File: src/rtl/core/div64_pkg.sv
// Shared widths and types for the 64-by-32 divider.
package div64_pkg;

  localparam int unsigned DvdW = 64;
  localparam int unsigned DvsW = 32;
  localparam int unsigned CntW = $clog2(DvdW);

  localparam logic KindUnsigned = 1'b0;
  localparam logic KindSigned   = 1'b1;

  typedef struct packed {
    logic [DvdW-1:0] quo;
    logic [DvsW-1:0] rem;
  } div64_res_t;

endpackage

File: src/rtl/core/div64_recur.sv
// Radix-2 restoring recurrence: one quotient bit per cycle through a shift register.
module div64_recur (
  input  logic                        clk_i,
  input  logic                        rst_ni,
  input  logic                        start_i,
  input  logic [div64_pkg::DvdW-1:0]  dividend_i,
  input  logic [div64_pkg::DvsW-1:0]  divisor_i,
  output logic                        done_o,
  output div64_pkg::div64_res_t       res_o
);
  import div64_pkg::*;

  logic                busy_q, busy_d;
  logic                done_q, done_d;
  logic [CntW-1:0]     cnt_q, cnt_d;
  logic [DvdW-1:0]     shq_q, shq_d;
  logic [DvsW-1:0]     rem_q, rem_d;
  logic [DvsW-1:0]     dvs_q, dvs_d;
  logic [DvsW:0]       trial;
  logic [DvsW:0]       diff;
  logic                ge;

  // Shift the next dividend bit into the partial remainder and try the subtract.
  assign trial = {rem_q, shq_q[DvdW-1]};
  assign ge    = trial >= {1'b0, dvs_q};
  assign diff  = trial - {1'b0, dvs_q};

  always_comb begin
    busy_d = busy_q;
    done_d = 1'b0;
    cnt_d  = cnt_q;
    shq_d  = shq_q;
    rem_d  = rem_q;
    dvs_d  = dvs_q;
    if (start_i) begin
      busy_d = 1'b1;
      cnt_d  = '0;
      shq_d  = dividend_i;
      rem_d  = '0;
      dvs_d  = divisor_i;
    end else if (busy_q) begin
      shq_d = {shq_q[DvdW-2:0], ge};
      rem_d = ge ? diff[DvsW-1:0] : trial[DvsW-1:0];
      cnt_d = cnt_q + 1'b1;
      if (cnt_q == CntW'(DvdW - 1)) begin
        busy_d = 1'b0;
        done_d = 1'b1;
      end
    end
  end

  always_ff @(posedge clk_i or negedge rst_ni) begin
    if (!rst_ni) begin
      busy_q <= 1'b0;
      done_q <= 1'b0;
      cnt_q  <= '0;
    end else begin
      busy_q <= busy_d;
      done_q <= done_d;
      cnt_q  <= cnt_d;
    end
  end

  always_ff @(posedge clk_i) begin
    shq_q <= shq_d;
    rem_q <= rem_d;
    dvs_q <= dvs_d;
  end

  assign done_o    = done_q;
  assign res_o.quo = shq_q;
  assign res_o.rem = rem_q;

endmodule

File: src/rtl/core/divide_64_by_32_core.sv
// Top level of the 64-by-32 signed/unsigned integer divider.
// Sequence: take magnitudes (StPrep), run the one-bit-per-cycle recurrence (StRun) until its
// done flag, then restore signs (StFix) and write the output register once it is free;
// a zero divisor skips the recurrence and goes straight to StFix.
// A new request is accepted only once the current one has left StFix and the core is idle.
// Reset: rst_ni asynchronous, active low; clears control state and output valid.
module divide_64_by_32_core (
  input  logic                        clk_i,
  input  logic                        rst_ni,
  input  logic                        in_valid_i,
  output logic                        in_stall_o,
  input  logic                        kind_i,
  input  logic [div64_pkg::DvdW-1:0]  dividend_i,
  input  logic [div64_pkg::DvsW-1:0]  divisor_i,
  output logic                        out_valid_o,
  input  logic                        out_stall_i,
  output logic [div64_pkg::DvdW-1:0]  quotient_o,
  output logic [div64_pkg::DvsW-1:0]  remainder_o,
  output logic                        divide_by_zero_o
);
  import div64_pkg::*;

  localparam logic [1:0] StIdle = 2'd0;
  localparam logic [1:0] StPrep = 2'd1;
  localparam logic [1:0] StRun  = 2'd2;
  localparam logic [1:0] StFix  = 2'd3;

  logic [1:0]       state_q, state_d;
  logic             qneg_q, qneg_d;    // quotient must be negated
  logic             rneg_q, rneg_d;    // remainder must be negated
  logic             dz_q, dz_d;
  logic [DvdW-1:0]  dvd_q, dvd_d;
  logic [DvsW-1:0]  dvs_q, dvs_d;

  logic             out_valid_q, out_valid_d;
  logic [DvdW-1:0]  out_quo_q, out_quo_d;
  logic [DvsW-1:0]  out_rem_q, out_rem_d;
  logic             out_dz_q, out_dz_d;

  logic             in_acc;
  logic             out_free;
  logic             rec_start;
  logic             rec_done;
  div64_res_t       rec_res;
  logic             sgn;
  logic             num_neg;
  logic             den_neg;
  logic [DvdW-1:0]  dvd_mag;
  logic [DvsW-1:0]  dvs_mag;

  // Magnitude conversion feeds the recurrence directly from the captured operands.
  assign dvd_mag = rneg_q ? (DvdW'(0) - dvd_q) : dvd_q;
  assign dvs_mag = (qneg_q ^ rneg_q) ? (DvsW'(0) - dvs_q) : dvs_q;

  div64_recur u_recur (
    .clk_i      (clk_i),
    .rst_ni     (rst_ni),
    .start_i    (rec_start),
    .dividend_i (dvd_mag),
    .divisor_i  (dvs_mag),
    .done_o     (rec_done),
    .res_o      (rec_res)
  );

  // Hold off new requests until the current one has left the fixup stage.
  assign in_stall_o = (state_q != StIdle);
  assign in_acc     = in_valid_i && !in_stall_o;
  // Output register frees up when empty or when its result is taken this cycle.
  assign out_free   = !out_valid_q || !out_stall_i;
  assign rec_start  = (state_q == StPrep);

  assign sgn     = (kind_i == KindSigned);
  assign num_neg = sgn && dividend_i[DvdW-1];
  assign den_neg = sgn && divisor_i[DvsW-1];

  always_comb begin
    state_d     = state_q;
    qneg_d      = qneg_q;
    rneg_d      = rneg_q;
    dz_d        = dz_q;
    dvd_d       = dvd_q;
    dvs_d       = dvs_q;
    out_valid_d = out_valid_q && out_stall_i;
    out_quo_d   = out_quo_q;
    out_rem_d   = out_rem_q;
    out_dz_d    = out_dz_q;
    case (state_q)
      StIdle: begin
        if (in_acc) begin
          // Capture raw operands; a zero divisor jumps straight to the fallback.
          dvd_d   = dividend_i;
          dvs_d   = divisor_i;
          qneg_d  = num_neg ^ den_neg;
          rneg_d  = num_neg;
          dz_d    = (divisor_i == '0);
          state_d = (divisor_i == '0) ? StFix : StPrep;
        end
      end
      StPrep: begin
        // Take magnitudes; the recurrence latches them this same edge.
        state_d = StRun;
      end
      StRun: begin
        if (rec_done) begin
          state_d = StFix;
        end
      end
      StFix: begin
        // Restore signs, or form the divide-by-zero result, and drop it into the output register when free.
        if (out_free) begin
          out_valid_d = 1'b1;
          out_dz_d    = dz_q;
          if (dz_q) begin
            out_quo_d = '1;
            out_rem_d = dvd_q[DvsW-1:0];
          end else begin
            out_quo_d = qneg_q ? (DvdW'(0) - rec_res.quo) : rec_res.quo;
            out_rem_d = rneg_q ? (DvsW'(0) - rec_res.rem) : rec_res.rem;
          end
          state_d = StIdle;
        end
      end
      default: begin
        state_d = StIdle;
      end
    endcase
  end

  always_ff @(posedge clk_i or negedge rst_ni) begin
    if (!rst_ni) begin
      state_q     <= StIdle;
      out_valid_q <= 1'b0;
    end else begin
      state_q     <= state_d;
      out_valid_q <= out_valid_d;
    end
  end

  // Advance operand and output registers.
  always_ff @(posedge clk_i) begin
    qneg_q    <= qneg_d;
    rneg_q    <= rneg_d;
    dz_q      <= dz_d;
    dvd_q     <= dvd_d;
    dvs_q     <= dvs_d;
    out_quo_q <= out_quo_d;
    out_rem_q <= out_rem_d;
    out_dz_q  <= out_dz_d;
  end

  assign out_valid_o      = out_valid_q;
  assign quotient_o       = out_quo_q;
  assign remainder_o      = out_rem_q;
  assign divide_by_zero_o = out_dz_q;

endmodule
File: config.mk
export PLATFORM = sky130hd
export DESIGN_NAME = divide_64_by_32_core
export DESIGN_NICKNAME = d
export VERILOG_FILES = /design/src/rtl/core/div64_pkg.sv /design/src/rtl/core/div64_recur.sv /design/src/rtl/core/divide_64_by_32_core.sv
export SDC_FILE = /design/constraint.sdc
export NUM_CORES = 1
export LEC_CHECK = 0
export BUFFER_PORTS_ARGS = -buffer_cell sky130_fd_sc_hd__buf_4
export CORE_MARGIN = 4
export CORE_UTILIZATION = 60
export CTS_BUF_LIST = sky130_fd_sc_hd__clkbuf_4
export DETAILED_ROUTE_END_ITERATION = 6
export GPL_ROUTABILITY_DRIVEN = 0
export PLACE_DENSITY = 0.87
export SLEW_MARGIN = 20
export SYNTH_ARGS = -nofsm -noshare
export SYNTH_HDL_FRONTEND = slang
export SYNTH_HIERARCHICAL = 1
export SYNTH_SLANG_ARGS = --single-unit
File: constraint.sdc
create_clock -name clk_i -period 15.92 [get_ports clk_i]
set_input_delay 2.388 -clock clk_i [delete_from_list [all_inputs] [get_ports clk_i]]
set_output_delay 2.388 -clock clk_i [all_outputs]
set_load 0.01 [all_outputs]
==> flow_metrics.py, run 1 <==
metrics = {
    "yosys": {
        "synth_warn": 6,
        "synth.area.top_cells": "sky130_fd_sc_hd__edfxtp_1 47%, sky130_fd_sc_hd__xnor2_1 4.7%, sky130_fd_sc_hd__mux2_2 4.3%, sky130_fd_sc_hd__xor2_1 4.2%, sky130_fd_sc_hd__dfxtp_1 3.4%",
        "synth_nets": 1824,
        "synth.avg_cell_area_um2": 11.2,
        "synth-edff-count": 292,
        "synth-seq-area-share_pct": 51.6,
        "fraction_of_post_synthesis_cell_area_in_the_top_cell_type_by_area_pct": 46.8,
        "postSynth.asyncResetShare_pct": 3.28,
        "netlist_area_mm2": 0.0188,
        "yosysUniqueCellTypes": 89,
        "synth_seq_cells": 335,
        "cells_after_synthesis": 1680,
        "ys.flop_type": "sky130_fd_sc_hd__edfxtp_1",
        "netlist.top_cell.by_area": "sky130_fd_sc_hd__edfxtp_1",
    },
    "pwr": {
        "part_of_the_power_in_registers_pct": 56.4,
        "switching_power_uw": 359,
        "power.leakage_nw": 7.94,
        "power.share.clock_pct": 42.2,
        "sw_frac_of_total_pct": 21.4,
        "comb_power_share_pct": 1.4,
        "power_report.internal_total_mw": 1.32,
        "total_power_mw": 1.68,
        "cell_area_power_density_mw_per_mm2": 77.8,
        "ir_worst_vdd_mv": 0.0615,
    },
    "cells_and_area": {
        "finish.net_count": 2038,
        "final_layout_size_suffix_gt1_share_pct": 23.2,
        "final_cell_mix": "292 x sky130_fd_sc_hd__edfxtp_1, 211 x sky130_fd_sc_hd__buf_4, 146 x sky130_fd_sc_hd__nand2_1, 110 x sky130_fd_sc_hd__clkbuf_4, 108 x sky130_fd_sc_hd__nor2_1",
        "area_grow_syn2layout_pct": 14.9,
        "finalNonFillerCells": 2353,
        "final_design_area_no_fill_mm2": 0.0215,
        "layout_commonest_cell": "sky130_fd_sc_hd__edfxtp_1",
    },
    "worst_setup_path": {
        "cell_family_with_the_largest_share_of_critical_path_delay": "flip-flops",
        "cell_breakdown_of_the_critical_path": "inv_1 -> ha_1 -> inv_1 -> buf_4",
        "cp_slowest_cell": "sky130_fd_sc_hd__dfrtp_1",
        "worst_path_most_repeated_cell": "sky130_fd_sc_hd__inv_1",
        "critPathMaxFanout": 4,
        "cp_data_required_time_ps": 13530,
        "crit_path_start_kind": "flip-flop",
        "worst_endpoint_data_arrival_time_ps": 1650,
        "worst_path_largest_cell_delay_ps": 420,
        "setup_slack_on_the_worst_flop_to_flop_path_ps": 12520,
        "critPathCaptureType": "output pin",
        "setup.worst_path.class": "reg2out",
        "path_buf_inv": 3,
    },
    "global_routing": {
        "vias_in_the_first_global_route": 13800,
        "antenna_found_initial": 1,
        "grt_start_max_net_pins": 98,
        "grt_overflow": 0,
        "grt_first_pass_wirelength_um": 71300,
        "global_route.usage.total_pct": 26.0,
    },
    "floorplanning": {
        "chipHeight_um": 185,
        "floorplan.die_area_mm2": 0.0342,
        "core_area_mm2": 0.0307,
        "std_cell_rows": 64,
        "number_of_placed_i_o_pins": 200,
        "fp.dieW_um": 185,
        "initial_core_util_pct": 61.0,
    },
    "sta": {
        "worstMarginPinSlew_ps": 1120,
        "final_period_minus_worst_setup_slack_ps": 4030,
        "grt_setup_unrepaired": "false",
        "totalNegativeSetupSlack_ps": 0,
        "final-setup-viol-count": 0,
        "timing.final.max_slew_violations": 0,
        "timing.fmax_ghz": 0.248,
        "relSlewSlack_pct": 25.1,
        "fin_crit_sh_pct": 25.3,
        "timing.final.hold_violations": 0,
        "finClkSkew_ps": 46.0,
    },
    "routing": {
        "viasPerCell": 6.21,
        "wirelength_um": 45500,
        "vias": 14600,
        "routed_wire_length_per_instance_um": 19.3,
        "ant_nets": 0,
        "drt-initial-drc-count": 1783,
        "drt_drc_violations_left": 0,
        "drt_pre_antenna_iters": 6,
    },
    "min_path": {
        "worst_hold_path_type": "reg2reg",
    },
    "flow_run": {
        "drv_cap": 0,
    },
    "placement": {
        "detailed_place.area_mm2": 0.0205,
        "dpl.hpwl_um": 32400,
        "dp.cells": 2204,
        "portBuffers": 199,
    },
    "clock_network": {
        "cts.sinks": 335,
        "cts.reportedPaths.clkPinSlew_ps": 70,
        "post_cts.resized_instances": 0,
        "tritoncts": "done",
        "cts-hold-fix-buffers": 0,
        "post_cts_buffers": 0,
        "numCtsBuffers": 83,
        "cts-root-to-sink-buffers": 3,
        "cts.htree.levels": 3,
        "worstSkewPairLatency_ps": 740,
        "master_cell_of_the_clock_root_buffer": "sky130_fd_sc_hd__clkbuf_4",
    },
    "status": {
        "status": "complete, no violations",
    },
}
kinds of logic (layout without fill, tap and decap cells):
| group | count (synthesis) | in the layout | share of synthesized area [%] |
|---|---|---|---|
| other | 0 | 3 | 0 |
| buffers and inverters | 142 | 416 | 3.23 |
| adder cells (fa/ha/maj) | 43 | 43 | 2.91 |
| AND/OR/NAND/NOR | 519 | 519 | 14.3 |
| XOR/XNOR | 189 | 189 | 8.83 |
| flip-flops | 335 | 335 | 51.6 |
| AO/OA/AOI/OAI | 335 | 335 | 12.3 |
| multiplexers | 117 | 117 | 6.76 |
power by group through the flow:
| stage | Sequential [mW] | Combinational (mW) | Clock [mW] |
|---|---|---|---|
| CTS | 0.944 | 0.0241 | 0.724 |
| global route | 0.944 | 0.0257 | 0.773 |
| floorplan | 0.964 | 0.000720 | 0 |
| finish | 0.944 | 0.0242 | 0.707 |
| global placement | 0.964 | 0.0236 | 0 |
| detailed placement | 0.964 | 0.0237 | 0 |
Yosys cell counts (all sizes together), types with 5 or more instances:
cell type,instances
a211oi,23
o31ai,49
or3,26
and2,5
nor3,47
o21ai,102
or4,41
nand2b,10
xor2,89
nand4,26
nor4,37
a21oi,55
a21o,17
inv,58
ha,42
nor2b,12
o41ai,37
nand3,28
a31oi,13
mux2i,43
edfxtp,292
o21a,6
a311oi,7
nand2,147
xnor2,100
o211ai,6
dfrtp,11
dfxtp,32
nor2,108
clkbuf,58
buf,24
or2,9
mux2,74
metrics by stage:
stage	hold WS (ps)	utilization (%)	setup WS [ps]
2_1_floorplan	424	-	5830
3_3_place_gp	515	66.6	11340
3_5_place_dp	522	66.6	11230
4_1_cts	534	69.9	11820
5_1_grt	564	70.1	11750
6_report	526	70.1	11890
final timing paths:
| check | from | endpoint | cells past startpoint |
|---|---|---|---|
| hold reg to reg | dvs_q[0] | u_recur/dvs_q[0] | 0 |
| setup reg to reg | dvd_q[0] | u_recur/shq_q[60] | 8 |
| min in group asynchronous | rst_ni | u_recur/cnt_q[4] | 1 |
| max in group asynchronous | rst_ni | u_recur/done_o | 1 |
| setup / recovery | state_q[0] | in_stall_o | 4 |
| hold / removal | dvs_q[0] | u_recur/dvs_q[0] | 0 |
state kept, by name, summed over array words and instances (netlist names):
name,flops
dvd_q,64
quotient_o,64
u_recur/shq_q,64
dvs_q,32
remainder_o,32
u_recur/dvs_q,32
u_recur/rem_q,32
u_recur/cnt_q,6
state_q,2
divide_by_zero_o,1
dz_q,1
out_valid_o,1
qneg_q,1
rneg_q,1
u_recur/busy_q,1
u_recur/done_o,1
metal layers:
layer  vias up  GRT usage, %  share of wire [%]
li1       6813             -                  -
met1      6775          32.5                 37
met2       844          42.9                 49
met5         -             0                  0
met4         0          14.8                5.6
met3       184          4.52                8.7
layout make-up:
cell class	instances	area, µm²
tap	396	495
clock buffer	110	826
timing repair buffer	212	1610
clock inverter	35	203
fill	2139	9200
inverter	59	221
sequential	335	9680
multi-input combinational	1203	8500
antenna	3	7.51
worst reg2reg max path, stage by stage, from the launching register on:
cell and delay (ps):
sky130_fd_sc_hd__edfxtp_1 470, sky130_fd_sc_hd__inv_1 110, sky130_fd_sc_hd__ha_1 150, sky130_fd_sc_hd__or3b_2 520
sky130_fd_sc_hd__nor4_2 560, sky130_fd_sc_hd__nand4_1 460, sky130_fd_sc_hd__o31ai_1 490, sky130_fd_sc_hd__xnor2_1 100
sky130_fd_sc_hd__mux2_2 260
No activity file was read; power rests on OpenSTA's default activity.
==> run 2: changes to the inputs <==
--- a/config.mk
+++ b/config.mk
@@ -7,11 +7,11 @@
 export LEC_CHECK = 0
 export BUFFER_PORTS_ARGS = -buffer_cell sky130_fd_sc_hd__buf_4
 export CORE_MARGIN = 4
-export CORE_UTILIZATION = 60
+export CORE_UTILIZATION = 56
 export CTS_BUF_LIST = sky130_fd_sc_hd__clkbuf_4
 export DETAILED_ROUTE_END_ITERATION = 6
 export GPL_ROUTABILITY_DRIVEN = 0
-export PLACE_DENSITY = 0.87
+export PLACE_DENSITY = 0.86
 export SLEW_MARGIN = 20
 export SYNTH_ARGS = -nofsm -noshare
 export SYNTH_HDL_FRONTEND = slang
==> constraint.sdc (replaced) <==
create_clock -name clk_i -period 3.7 [get_ports clk_i]
set_input_delay 0.555 -clock clk_i [delete_from_list [all_inputs] [get_ports clk_i]]
set_output_delay 0.555 -clock clk_i [all_outputs]
set_load 0.01 [all_outputs]
==> run 2 against run 1 <==
Compared with the run above:
- die area increased by 6.8%
- critical endpoint is now u_recur/shq_q[44]
- clock power increased to 4.4 times the previous value
- cell count increased by 6.5%
==> flow_metrics.py, run 2 (same netlist as run 1, synthesis figures left out) <==
metrics = {
    "cells_and_area": {
        "area_grow_syn2layout_pct": 20.8,
        "finalNonFillerCells": 2507,
        "final_layout_size_suffix_gt1_share_pct": 22.6,
        "final_cell_mix": "292 x sky130_fd_sc_hd__edfxtp_1, 214 x sky130_fd_sc_hd__buf_4, 146 x sky130_fd_sc_hd__nand2_1, 115 x sky130_fd_sc_hd__clkbuf_4, 108 x sky130_fd_sc_hd__nor2_1",
        "fill_cells": 2273,
        "layout_commonest_cell": "sky130_fd_sc_hd__edfxtp_1",
        "finish.net_count": 2144,
    },
    "floorplanning": {
        "chipHeight_um": 191,
        "fp.dieW_um": 191,
        "initial_core_util_pct": 57.2,
        "std_cell_rows": 66,
        "number_of_placed_i_o_pins": 200,
        "floorplan.die_area_mm2": 0.0365,
        "core_area_mm2": 0.0328,
    },
    "global_routing": {
        "grt_overflow": 0,
        "global_route.usage.total_pct": 26.7,
        "vias_in_the_first_global_route": 14600,
        "grt_first_pass_wirelength_um": 77500,
        "antenna_found_initial": 1,
        "grt_start_max_net_pins": 96,
    },
    "worst_setup_path": {
        "path_buf_inv": 1,
        "cp_slowest_cell": "sky130_fd_sc_hd__nor4_2",
        "crit_path_start_kind": "flip-flop",
        "cp_data_required_time_ps": 4170,
        "worst_endpoint_data_arrival_time_ps": 3970,
        "critPathCaptureType": "flip-flop",
        "cell_breakdown_of_the_critical_path": "inv_1 -> ha_1 -> or3b_2 -> nor4_2 -> nand3_1 -> o31ai_1 -> xnor2_1 -> mux2_2",
        "setup.worst_path.class": "reg2reg",
        "worst_path_largest_cell_delay_ps": 710,
        "critPathMaxFanout": 7,
        "cell_family_with_the_largest_share_of_critical_path_delay": "simple AND/OR/NAND/NOR gates",
    },
    "sta": {
        "worstMarginPinSlew_ps": 1070,
        "grt_setup_unrepaired": "false",
        "fin_crit_sh_pct": 94.6,
        "relSlewSlack_pct": 28.4,
        "final_period_minus_worst_setup_slack_ps": 3500,
        "totalNegativeSetupSlack_ps": 0,
        "timing.fmax_ghz": 0.286,
        "timing.final.hold_violations": 0,
        "fin_ws_ps": 201,
        "min_hold_slack_ps": 50.7,
        "final-setup-viol-count": 0,
        "timing.final.max_slew_violations": 0,
        "finClkSkew_ps": 63.7,
    },
    "status": {
        "status": "complete, no violations",
    },
    "placement": {
        "dp.cells": 2258,
        "preCtsSetupSlack_ps": 421,
        "portBuffers": 199,
        "dpl.hpwl_um": 33900,
    },
    "clock_network": {
        "numCtsBuffers": 88,
        "master_cell_of_the_clock_root_buffer": "sky130_fd_sc_hd__clkbuf_4",
        "worstSkewPairLatency_ps": 760,
        "cts-root-to-sink-buffers": 3,
        "post_cts_buffers": 0,
        "cts.reportedPaths.clkPinSlew_ps": 90,
        "cts.htree.levels": 3,
        "cts.sinks": 335,
        "cts-hold-fix-buffers": 93,
        "post_cts.resized_instances": 0,
        "tritoncts": "done",
    },
    "routing": {
        "wirelength_um": 50200,
        "routed_wire_length_per_instance_um": 20.0,
        "viasPerCell": 6.11,
        "drt_drc_violations_left": 0,
        "met3RoutedLength_um": 4310,
        "highest-signal-layer": "met4",
        "ant_nets": 0,
        "wl_met1_um": 18900,
        "drt-initial-drc-count": 1915,
        "drt_pre_antenna_iters": 7,
        "vias": 15300,
        "wl_met2_um": 24300,
    },
    "pwr": {
        "cell_area_power_density_mw_per_mm2": 326,
        "ir_worst_vdd_mv": 0.214,
        "power.leakage_nw": 8.41,
        "total_power_mw": 7.38,
    },
    "flow_run": {
        "drv_cap": 0,
    },
    "min_path": {
        "worst_hold_path_type": "in2reg",
    },
}
## run 2: cell count changes in the layout (fill, tap and decap cells not counted), sizes merged, moves of 2 or more
cell         delta
buf             +7
clkbuf          +5
clkinv          +7
diode           -2
dlygate4sd3    +94
## run 2: worst paths after layout
kind                                        start                 to  slack, ps  cells after the start
worst min register to register  u_recur/rem_q[17]  u_recur/rem_q[17]        540                      2
worst min-delay path               dividend_i[26]          dvd_q[26]         50                      1
worst max register to register           dvd_q[1]  u_recur/shq_q[44]        200                      8
min in group asynchronous                  rst_ni         state_q[1]        230                      2
worst max-delay path                     dvd_q[1]  u_recur/shq_q[44]        200                      8
max in group asynchronous                  rst_ni   u_recur/cnt_q[0]       3280                      2
## run 2: cell type report
cell class                      instances  area (µm²)  share of cell area, %
Sequential cell                       335        9680                   42.7
Multi-Input combinational cell       1203        8490                   37.5
Timing Repair Buffer                  313        2650                   11.7
Clock buffer                          115         863                   3.81
Tap cell                              442         553                   2.44
Inverter                               59         225                  0.994
Clock inverter                         39         186                  0.823
Antenna cell                            1        2.50                 0.0110
## run 2: power by group
group	internal, mW	switching, mW
Clock	1.53	1.60
Sequential	4.06	0
Combinational	0.134	0.0602
Total	5.73	1.66
## run 2: worst reg2reg max path, cell delays in order, from the launching register on
cell and delay (ps):
sky130_fd_sc_hd__edfxtp_1 440, sky130_fd_sc_hd__inv_1 110, sky130_fd_sc_hd__ha_1 160, sky130_fd_sc_hd__or3b_2 510, sky130_fd_sc_hd__nor4_2 710, sky130_fd_sc_hd__nand3_1 420, sky130_fd_sc_hd__o31ai_1 430, sky130_fd_sc_hd__xnor2_1 150
sky130_fd_sc_hd__mux2_2 290
## run 2: per-stage QoR
stage / util, % / cell area [µm²]
3_3_place_gp: 63.0 / 20700
4_1_cts: 69.1 / 22600
3_5_place_dp: 63.0 / 20700
5_1_grt: 69.1 / 22700
2_1_floorplan: - / 18800
6_report: 69.1 / 22700
## run 2: routing by layer
metal / vias to the layer above / global-route usage (%)
met3: 192 / 4.80
met1: 7125 / 32.7
met4: 0 / 14.1
met2: 963 / 45.4
met5: - / 0
li1: 7034 / -
